### config.mk
export PLATFORM = sky130hd
export DESIGN_NAME = vot_mac
export DESIGN_NICKNAME = d
export VERILOG_FILES = /design/src/rtl/core/vot_pkg.sv /design/src/rtl/core/vot_mac.sv
export SDC_FILE = /design/constraint.sdc
export NUM_CORES = 2
export LEC_CHECK = 0
export BUFFER_PORTS_ARGS = -buffer_cell sky130_fd_sc_hd__buf_2
export CAP_MARGIN = 20
export CELL_PAD_IN_SITES_DETAIL_PLACEMENT = 1
export CELL_PAD_IN_SITES_GLOBAL_PLACEMENT = 1
export CORE_UTILIZATION = 49
export DETAILED_ROUTE_END_ITERATION = 10
export PLACE_DENSITY = 0.91
export SYNTH_ARGS = -nofsm -noshare
export SYNTH_HDL_FRONTEND = slang
export SYNTH_SLANG_ARGS = --single-unit
export TNS_END_PERCENT = 20
### constraint.sdc
create_clock -name clk -period 13.4 [get_ports clk]
set_input_delay 0.67 -clock clk [delete_from_list [all_inputs] [get_ports clk]]
set_output_delay 0.67 -clock clk [all_outputs]
set_load 0.02 [all_outputs]
### src/rtl/core/vot_pkg.sv
// shared types, constants and helper functions of the voronoi owner and halo test block
package vot_pkg;

  localparam int CW      = 32;          // coordinate width
  localparam int DW      = CW + 2;      // wrapped difference width
  localparam int AW      = CW + 3;      // image offset width
  localparam int RW      = 31;          // radius and box length width
  localparam int IW      = 6;           // table index width
  localparam int CNTW    = 7;           // entry count width
  localparam int MAX_GEN = 64;
  localparam int LIMB    = 32;
  localparam int OPW     = 3 * LIMB;    // multiply operand width
  localparam int ACCW    = 5 * LIMB;    // accumulator width
  localparam int LCW     = 2;           // limb count width
  localparam int REGW    = 3;           // register index width
  localparam int STW     = 4;           // micro step width

  localparam logic [1:0] FUNC_WRITE = 2'd0;
  localparam logic [1:0] FUNC_OWNER = 2'd1;
  localparam logic [1:0] FUNC_NEAR  = 2'd2;

  localparam logic [REGW-1:0] REG_OWN_INDEX     = 3'd0;
  localparam logic [REGW-1:0] REG_CENTER_COUNT  = 3'd1;
  localparam logic [REGW-1:0] REG_DIMENSIONS    = 3'd2;
  localparam logic [REGW-1:0] REG_PERIODIC_MASK = 3'd3;
  localparam logic [REGW-1:0] REG_BOX_X         = 3'd4;
  localparam logic [REGW-1:0] REG_BOX_Y         = 3'd5;
  localparam logic [REGW-1:0] REG_BOX_Z         = 3'd6;

  // micro steps of the multiply sequence
  localparam logic [STW-1:0] STEP_SQ  = 4'd0;   // three squared axes
  localparam logic [STW-1:0] STEP_DOT = 4'd3;   // three 2*G*v terms
  localparam logic [STW-1:0] STEP_NN  = 4'd6;   // N*N
  localparam logic [STW-1:0] STEP_GR  = 4'd7;   // minus |G|^2 * r2
  localparam logic [STW-1:0] STEP_R2  = 4'd8;   // (2R)^2

  typedef enum logic [3:0] {
    ST_IDLE,
    ST_OWN_RD,
    ST_OWN_LOAD,
    ST_OWN_CMP,
    ST_NEAR_RD_OWN,
    ST_NEAR_RD_NB,
    ST_NEAR_LOAD,
    ST_NEAR_PREP,
    ST_IMAGE,
    ST_MAC_GO,
    ST_MAC_WAIT,
    ST_RESULT
  } state_t;

  typedef struct packed {
    logic signed [CW-1:0] x;
    logic signed [CW-1:0] y;
    logic signed [CW-1:0] z;
    logic [RW-1:0]        radius;
  } gen_t;

  typedef struct packed {
    logic           start;
    logic           clear;
    logic           sub;
    logic [OPW-1:0] a;
    logic [OPW-1:0] b;
    logic [LCW-1:0] na;
    logic [LCW-1:0] nb;
  } mac_req_t;

  // minimum image: add or subtract the box length at most once
  function automatic logic signed [DW-1:0] wrap_diff(input logic signed [CW:0] d,
                                                     input logic [RW-1:0] len,
                                                     input logic per);
    logic signed [DW:0]   d2;
    logic signed [DW:0]   lw;
    logic signed [DW-1:0] de;
    logic signed [DW-1:0] le;
    d2 = {d[CW], d, 1'b0};
    lw = {{(DW + 1 - RW){1'b0}}, len};
    de = {d[CW], d};
    le = {{(DW - RW){1'b0}}, len};
    if (per && (d2 < -lw)) begin
      wrap_diff = de + le;
    end else if (per && (d2 > lw)) begin
      wrap_diff = de - le;
    end else begin
      wrap_diff = de;
    end
  endfunction

  function automatic logic [AW-1:0] mag_of(input logic signed [AW-1:0] x);
    mag_of = x[AW-1] ? ($unsigned(~x) + AW'(1)) : $unsigned(x);
  endfunction

endpackage

### src/rtl/core/vot_mac.sv
// shared multiply-accumulate unit: one 32x32 partial product per cycle into a wide accumulator
module vot_mac (
  input  logic                           clk,
  input  logic                           rst,
  input  vot_pkg::mac_req_t              req,
  output logic                           done,
  output logic signed [vot_pkg::ACCW-1:0] acc
);
  import vot_pkg::*;

  logic [OPW-1:0]  a_q;
  logic [OPW-1:0]  b_q;
  logic [LCW-1:0]  na_q;
  logic [LCW-1:0]  nb_q;
  logic [LCW-1:0]  ia;
  logic [LCW-1:0]  ib;
  logic            busy;
  logic            sub_q;
  logic            pp_valid;
  logic            pp_last;
  logic            pp_sub;
  logic [2:0]      pp_off;
  logic [2*LIMB-1:0] prod;
  logic [LIMB-1:0] a_limb;
  logic [LIMB-1:0] b_limb;
  logic            last_pp;
  logic [ACCW-1:0] addend;

  always_comb begin
    a_limb  = a_q[{ia, 5'b0} +: LIMB];
    b_limb  = b_q[{ib, 5'b0} +: LIMB];
    last_pp = (ia == na_q - 2'd1) && (ib == nb_q - 2'd1);
    addend  = {{(ACCW - 2 * LIMB){1'b0}}, prod} << {pp_off, 5'b0};
  end

  always_ff @(posedge clk) begin
    if (rst) begin
      busy     <= 1'b0;
      pp_valid <= 1'b0;
      done     <= 1'b0;
    end else begin
      done     <= pp_valid && pp_last;
      pp_valid <= busy;
      if (req.start) begin
        busy <= 1'b1;
      end else if (busy && last_pp) begin
        busy <= 1'b0;
      end
    end
  end

  always_ff @(posedge clk) begin
    if (req.start) begin
      a_q   <= req.a;
      b_q   <= req.b;
      na_q  <= req.na;
      nb_q  <= req.nb;
      sub_q <= req.sub;
      ia    <= '0;
      ib    <= '0;
    end else if (busy) begin
      if (ib == nb_q - 2'd1) begin
        ib <= '0;
        ia <= ia + 2'd1;
      end else begin
        ib <= ib + 2'd1;
      end
    end
    prod    <= a_limb * b_limb;
    pp_off  <= {1'b0, ia} + {1'b0, ib};
    pp_last <= last_pp;
    pp_sub  <= sub_q;
    if (req.start && req.clear) begin
      acc <= '0;
    end else if (pp_valid) begin
      acc <= pp_sub ? (acc - $signed(addend)) : (acc + $signed(addend));
    end
  end

endmodule

# Word-level counts from Yosys, hierarchy flattened
# Index checks and enable logic that the tools add are counted.
[totals]
regBits = 433
latchBits = 0
ramBits = 0
romBits = 0
out_inout_bits = 161
n_memories = 0
[op_classes]
add_sub_neg = 7
n_mul = 1
div_mod_pow = 0
n_lt_le_gt_ge = 0
n_eq_ne = 2
shift = 3
mux = 4
bitwise = 0
n_reduce_logical = 6
[ops]
columns = ["cell", "count"]
rows = [
  ["$shiftx A96 B8 Y32", 2],
  ["$add A160 B160 Y160", 1],
  ["$mux W160", 1],
  ["$shl A64 B8 Y160", 1],
  ["$sub A160 B160 Y160", 1],
  ["$mul A32 B32 Y64", 1],
  ["$add A2 B1 Y2 const B", 2],
  ["$eq A2 B2 Y1", 2],
  ["$logic_and A1 B1 Y1", 4],
  ["$sub A2 B1 Y2 const B", 2],
  ["$add A2 B2 Y3", 1],
  ["$mux W1", 2],
  ["$mux W2", 1],
  ["$reduce_and A2 Y1", 1],
  ["$reduce_bool A2 Y1", 1],
]

# Depth between registers and ports, before layout
[logic_depth]
word_depth = 6
depth_mapped = 37
ltp_nobuf = 33

# Worst setup path before layout
# No wires, ideal clock.
[synth_timing]
path_type = "reg-to-reg"
from = "register ib[0]"
to = "register prod[63]"
setup_time_ns = 0.127
arrival_time_ns = 9.257
required_ns = 13.273
setup_slack_ns = 4.016
path_stages_with_launch = 33
n_path_buf = 3
cell_sequence = "dfxtp_1 buf_1 clkbuf_1 mux2i_1 nor2_1 a21oi_1 clkbuf_1 nor2_1 fa_1 fa_1 fa_1 inv_1 fa_1 inv_1 fa_1 fa_1 fa_1 fa_1 ha_1 a21oi_1 o21bai_1 a21oi_1 o21a_1 a21bo_2 a31oi_1 o221ai_1 o21a_1 and3b_1 a2111oi_1 o21bai_1 a21o_1 a221oi_1 xnor2_1"
[synth_via]
elab_chain_len = 2
[synth_rtl]
columns = ["element", "line_no", "rtl"]
rows = [
  ["from (decl)", "vot_mac.sv:16", "logic [LCW-1:0] ib;"],
  ["from (signal assigned)", "vot_mac.sv:66", "ib <= ib + 2'd1;"],
  ["$shiftx A96 B8 Y32", "vot_mac.sv:31", "b_limb = b_q[{ib, 5'b0} +: LIMB];"],
  ["$mul A32 B32 Y64", "vot_mac.sv:69", "prod <= a_limb * b_limb;"],
  ["to (signal assigned)", "vot_mac.sv:69", ""],
  ["to (decl)", "vot_mac.sv:23", "logic [2*LIMB-1:0] prod;"],
]
# No other way between the ends.
# A chain may end at the register's enable or synchronous reset.

# Worst setup path in the final report
[layout_timing]
from = "register ib[1]"
to = "register prod[63]"
# The elaborated chain is that of the path after synthesis.

==> results.yml <==
routing:
  wl_per_cell_um: 31.86
  drc: 0
  drt-pass1-iter-count: 8
  first_iter_violations: 6867
  route.vias.total: 61165
  routed_wirelength_um: 295800
  drt.antenna.violating_nets: 0
  drt-vias-per-instance: 6.587
clocking:
  htree_levels: 2
  clock_tree_from_tritoncts: "done"
  hold_fix_buffers_cts: 0
  cts.reportedPaths.clkPinSlew_ns: 0.08
  clock_latency_of_the_later_clocked_register_in_the_worst_skew_pair_ns: 0.72
  clock_tree.buffer_depth: 3
  clock-sinks: 433
  post-cts-setup-buffers: 0
  cts_repair_resize_count: 0
  cts.root.buffer_cell: "clkbuf_16"
  numCtsBuffers: 50
synthesis:
  synth_seq_area_share: 0.1684
  yosysWarnings: 0
  synth_top_cell_by_area: "fa_1"
  syn_inst: 7470
  synth-edff-count: 197
  ys_ff_latch: 433
  synth_area_per_cell_um2: 8.459
  synth.lib_cells_used.distinct: 98
  mappedNetlistNets: 8993
  syn_area_um2: 63190
  postSynth.asyncResetShare: 0
  synth_top_flop_cell: "dfxtp_1"
  synth_area_leaders: "fa_1 28%, edfxtp_1 9.4%, ha_1 8.4%"
  netlist.area_leader.share: 0.2845
global_routing:
  globalRouteOverflowTotal: 0
  number_of_antenna_violations_at_the_first_check_in_global_routing: 26
  vias_in_the_first_global_route: 65808
  grt_pass1_wl_um: 422400
  largest_net_degree_at_the_start_of_global_routing: 111
  grt_util_all_layers: 0.4369
layout:
  area_growth_pct: 8.338
  final_stage_net_count: 9092
  fillers: 15086
  layout-drive-gt1-share: 0.08911
  layout.area.seq_um2: 10650
  multiInputGateArea_um2: 47530
sta:
  clock_skew_after_layout_ns: 0.03286
  timing.final.max_slew_violations: 0
  headroom_to_the_max_slew_limit: 0.04800
  grt_setup_unrepaired: "no"
  final_hold_viol_count: 0
  fmax_mhz: 88.47
  setup_total_negative_slack_ns: 0
  setup-violations-final: 0
  tightestPinTransition_ns: 1.428
  period_share: 0.8436
  period_needed_ns: 11.30
die:
  row_count: 131
  num_io_pins: 362
  design.core.area_um2: 127700
  start_util: 0.4949
  dieWidth_um: 361.1
  floorplan.die.height_um: 361.1
  floorplan.die_area_um2: 130400
place:
  io_buffers: 361
  gp_congestion: 0.9888
  detailed_place_hpwl_um: 216300
worst_setup_path:
  critical_path.endpoint: "prod[63]$_DFF_P_"
  worst_r2r_path_depth: 30
  regToRegEndpoint: "prod[63]$_DFF_P_"
  arrival_ns: 11.88
  cp_max_fo: 30
  worst_path_most_repeated_cell: "fa_1"
  slowest_cell_on_the_critical_path: "nor2b_4"
  crit_path_start_kind: "flip-flop"
  cp_data_required_time_ns: 13.98
  r2r_start: "ib[1]$_SDFFE_PP0P_"
  critical-path-max-stage-delay_ns: 0.83
  worstSetupEndpointType: "flip-flop"
  worst-setup-path-type: "reg2reg"
  reg2reg_setup_slack_ns: 2.10
  critPathLaunch: "ib[1]$_SDFFE_PP0P_"
job:
  number_of_max_cap_violations: 0
min_path:
  hold_depth: 1
  worstHoldPathType: "in2reg"
outcome:
  outcome: "finished clean"
critical path: cells and delay by family, from the launching register on:
family                   cells  cell delay (ns)
flip-flops                   1             0.34
buffers and inverters        4             0.70
AND/OR/NAND/NOR              3             1.47
AO/OA/AOI/OAI               13             4.10
adder cells (fa/ha/maj)      9             4.42
XOR/XNOR                     1             0.11
state kept, by name (all words and copies together) (netlist names), 2 cells and up:
name	flops
a_q	96
acc	160
b_q	96
ia	2
ib	2
na_q	2
nb_q	2
pp_off	3
prod	64
how the worst min path moves through the flow:
stage                                from               endpoint  slack (ns)
floorplan                 sub_q$_DFFE_PP_         pp_sub$_DFF_P_        0.32
global placement          pp_last$_DFF_P_        done$_SDFF_PP0_        0.43
detailed placement  acc[151]$_SDFFE_PP0P_  acc[151]$_SDFFE_PP0P_        0.47
CTS                              req[128]      a_q[28]$_DFFE_PP_        0.15
global route                     req[122]      a_q[22]$_DFFE_PP_        0.13
finish                           req[128]      a_q[28]$_DFFE_PP_        0.12
per-stage QoR:
| step | setup WS [ns] | instances | util | hold slack (ns) | instance area [um2] |
|---|---|---|---|---|---|
| floorplan | 4.016 | 7470 | - | 0.3233 | 63190 |
| global placement | 3.209 | 9172 | 0.5208 | 0.4261 | 66500 |
| detailed placement | 2.777 | 9172 | 0.5208 | 0.4674 | 66500 |
| CTS | 2.669 | 9264 | 0.5347 | 0.1508 | 68270 |
| global route | 2.013 | 9272 | 0.5359 | 0.1292 | 68430 |
| finish | 2.096 | 9286 | 0.5362 | 0.1188 | 68460 |
cell usage in the layout, fill, tap and decap left out, types with 23 or more instances in the layout:
cell type	synthesis	routed
a21o_1	211	211
a21oi_1	520	483
a21oi_2	2	31
a22oi_1	41	41
a31oi_1	63	63
and2_1	37	37
and3_1	32	32
buf_2	9	360
buf_4	6	121
clkbuf_16	0	52
dfxtp_1	236	231
edfxtp_1	197	197
fa_1	898	898
ha_1	424	424
inv_1	937	937
mux2i_1	201	201
nand2_1	787	786
nand2b_1	23	23
nand3_1	60	60
nand3b_1	47	47
nand4_1	100	100
nor2_1	1104	1103
nor2b_1	27	25
nor3_1	88	87
o21a_1	33	33
o21ai_0	255	255
o21bai_1	75	75
xnor2_1	206	206
xor2_1	133	133
per-layer routing:
| metal | vias up | track usage | wire length, um |
|---|---|---|---|
| met2 | 4713 | 0.6852 | 129800 |
| met5 | - | 0.002960 | 373 |
| met3 | 1900 | 0.1518 | 36540 |
| li1 | 24590 | - | - |
| met4 | 24 | 0.3481 | 29870 |
| met1 | 29938 | 0.4826 | 99230 |
Yosys cell counts (47+ instances only):
master       n
a21o_1     211
a21oi_1    520
a31oi_1     63
clkbuf_1   386
dfxtp_1    236
edfxtp_1   197
fa_1       898
ha_1       424
inv_1      937
mux2i_1    201
nand2_1    787
nand3_1     60
nand3b_1    47
nand4_1    100
nor2_1    1104
nor3_1      88
o21ai_0    255
o21bai_1    75
xnor2_1    206
xor2_1     133
layout make-up:
class,count,area share
flip-flops and latches,433,0.1556
diodes,15,0.0005483
clock inverters,24,0.004405
inverters,938,0.05143
multi-input cells,5658,0.6942
well taps,1662,0.03037
clock buffers,68,0.02149
repair buffers,488,0.04191
cells by family after synthesis:
| kind of cell | Yosys count | synth area share |
|---|---|---|
| compound gates | 1390 | 0.1356 |
| xor+xnor | 339 | 0.04699 |
| fa+ha+maj | 1322 | 0.3684 |
| buf+inv | 1379 | 0.08328 |
| flops | 433 | 0.1684 |
| mux | 213 | 0.03441 |
| simple gates | 2394 | 0.1629 |
Power is left out: the tool's default activity adds up to more than one toggle a clock period on the data nets, which glitch-free logic cannot reach.
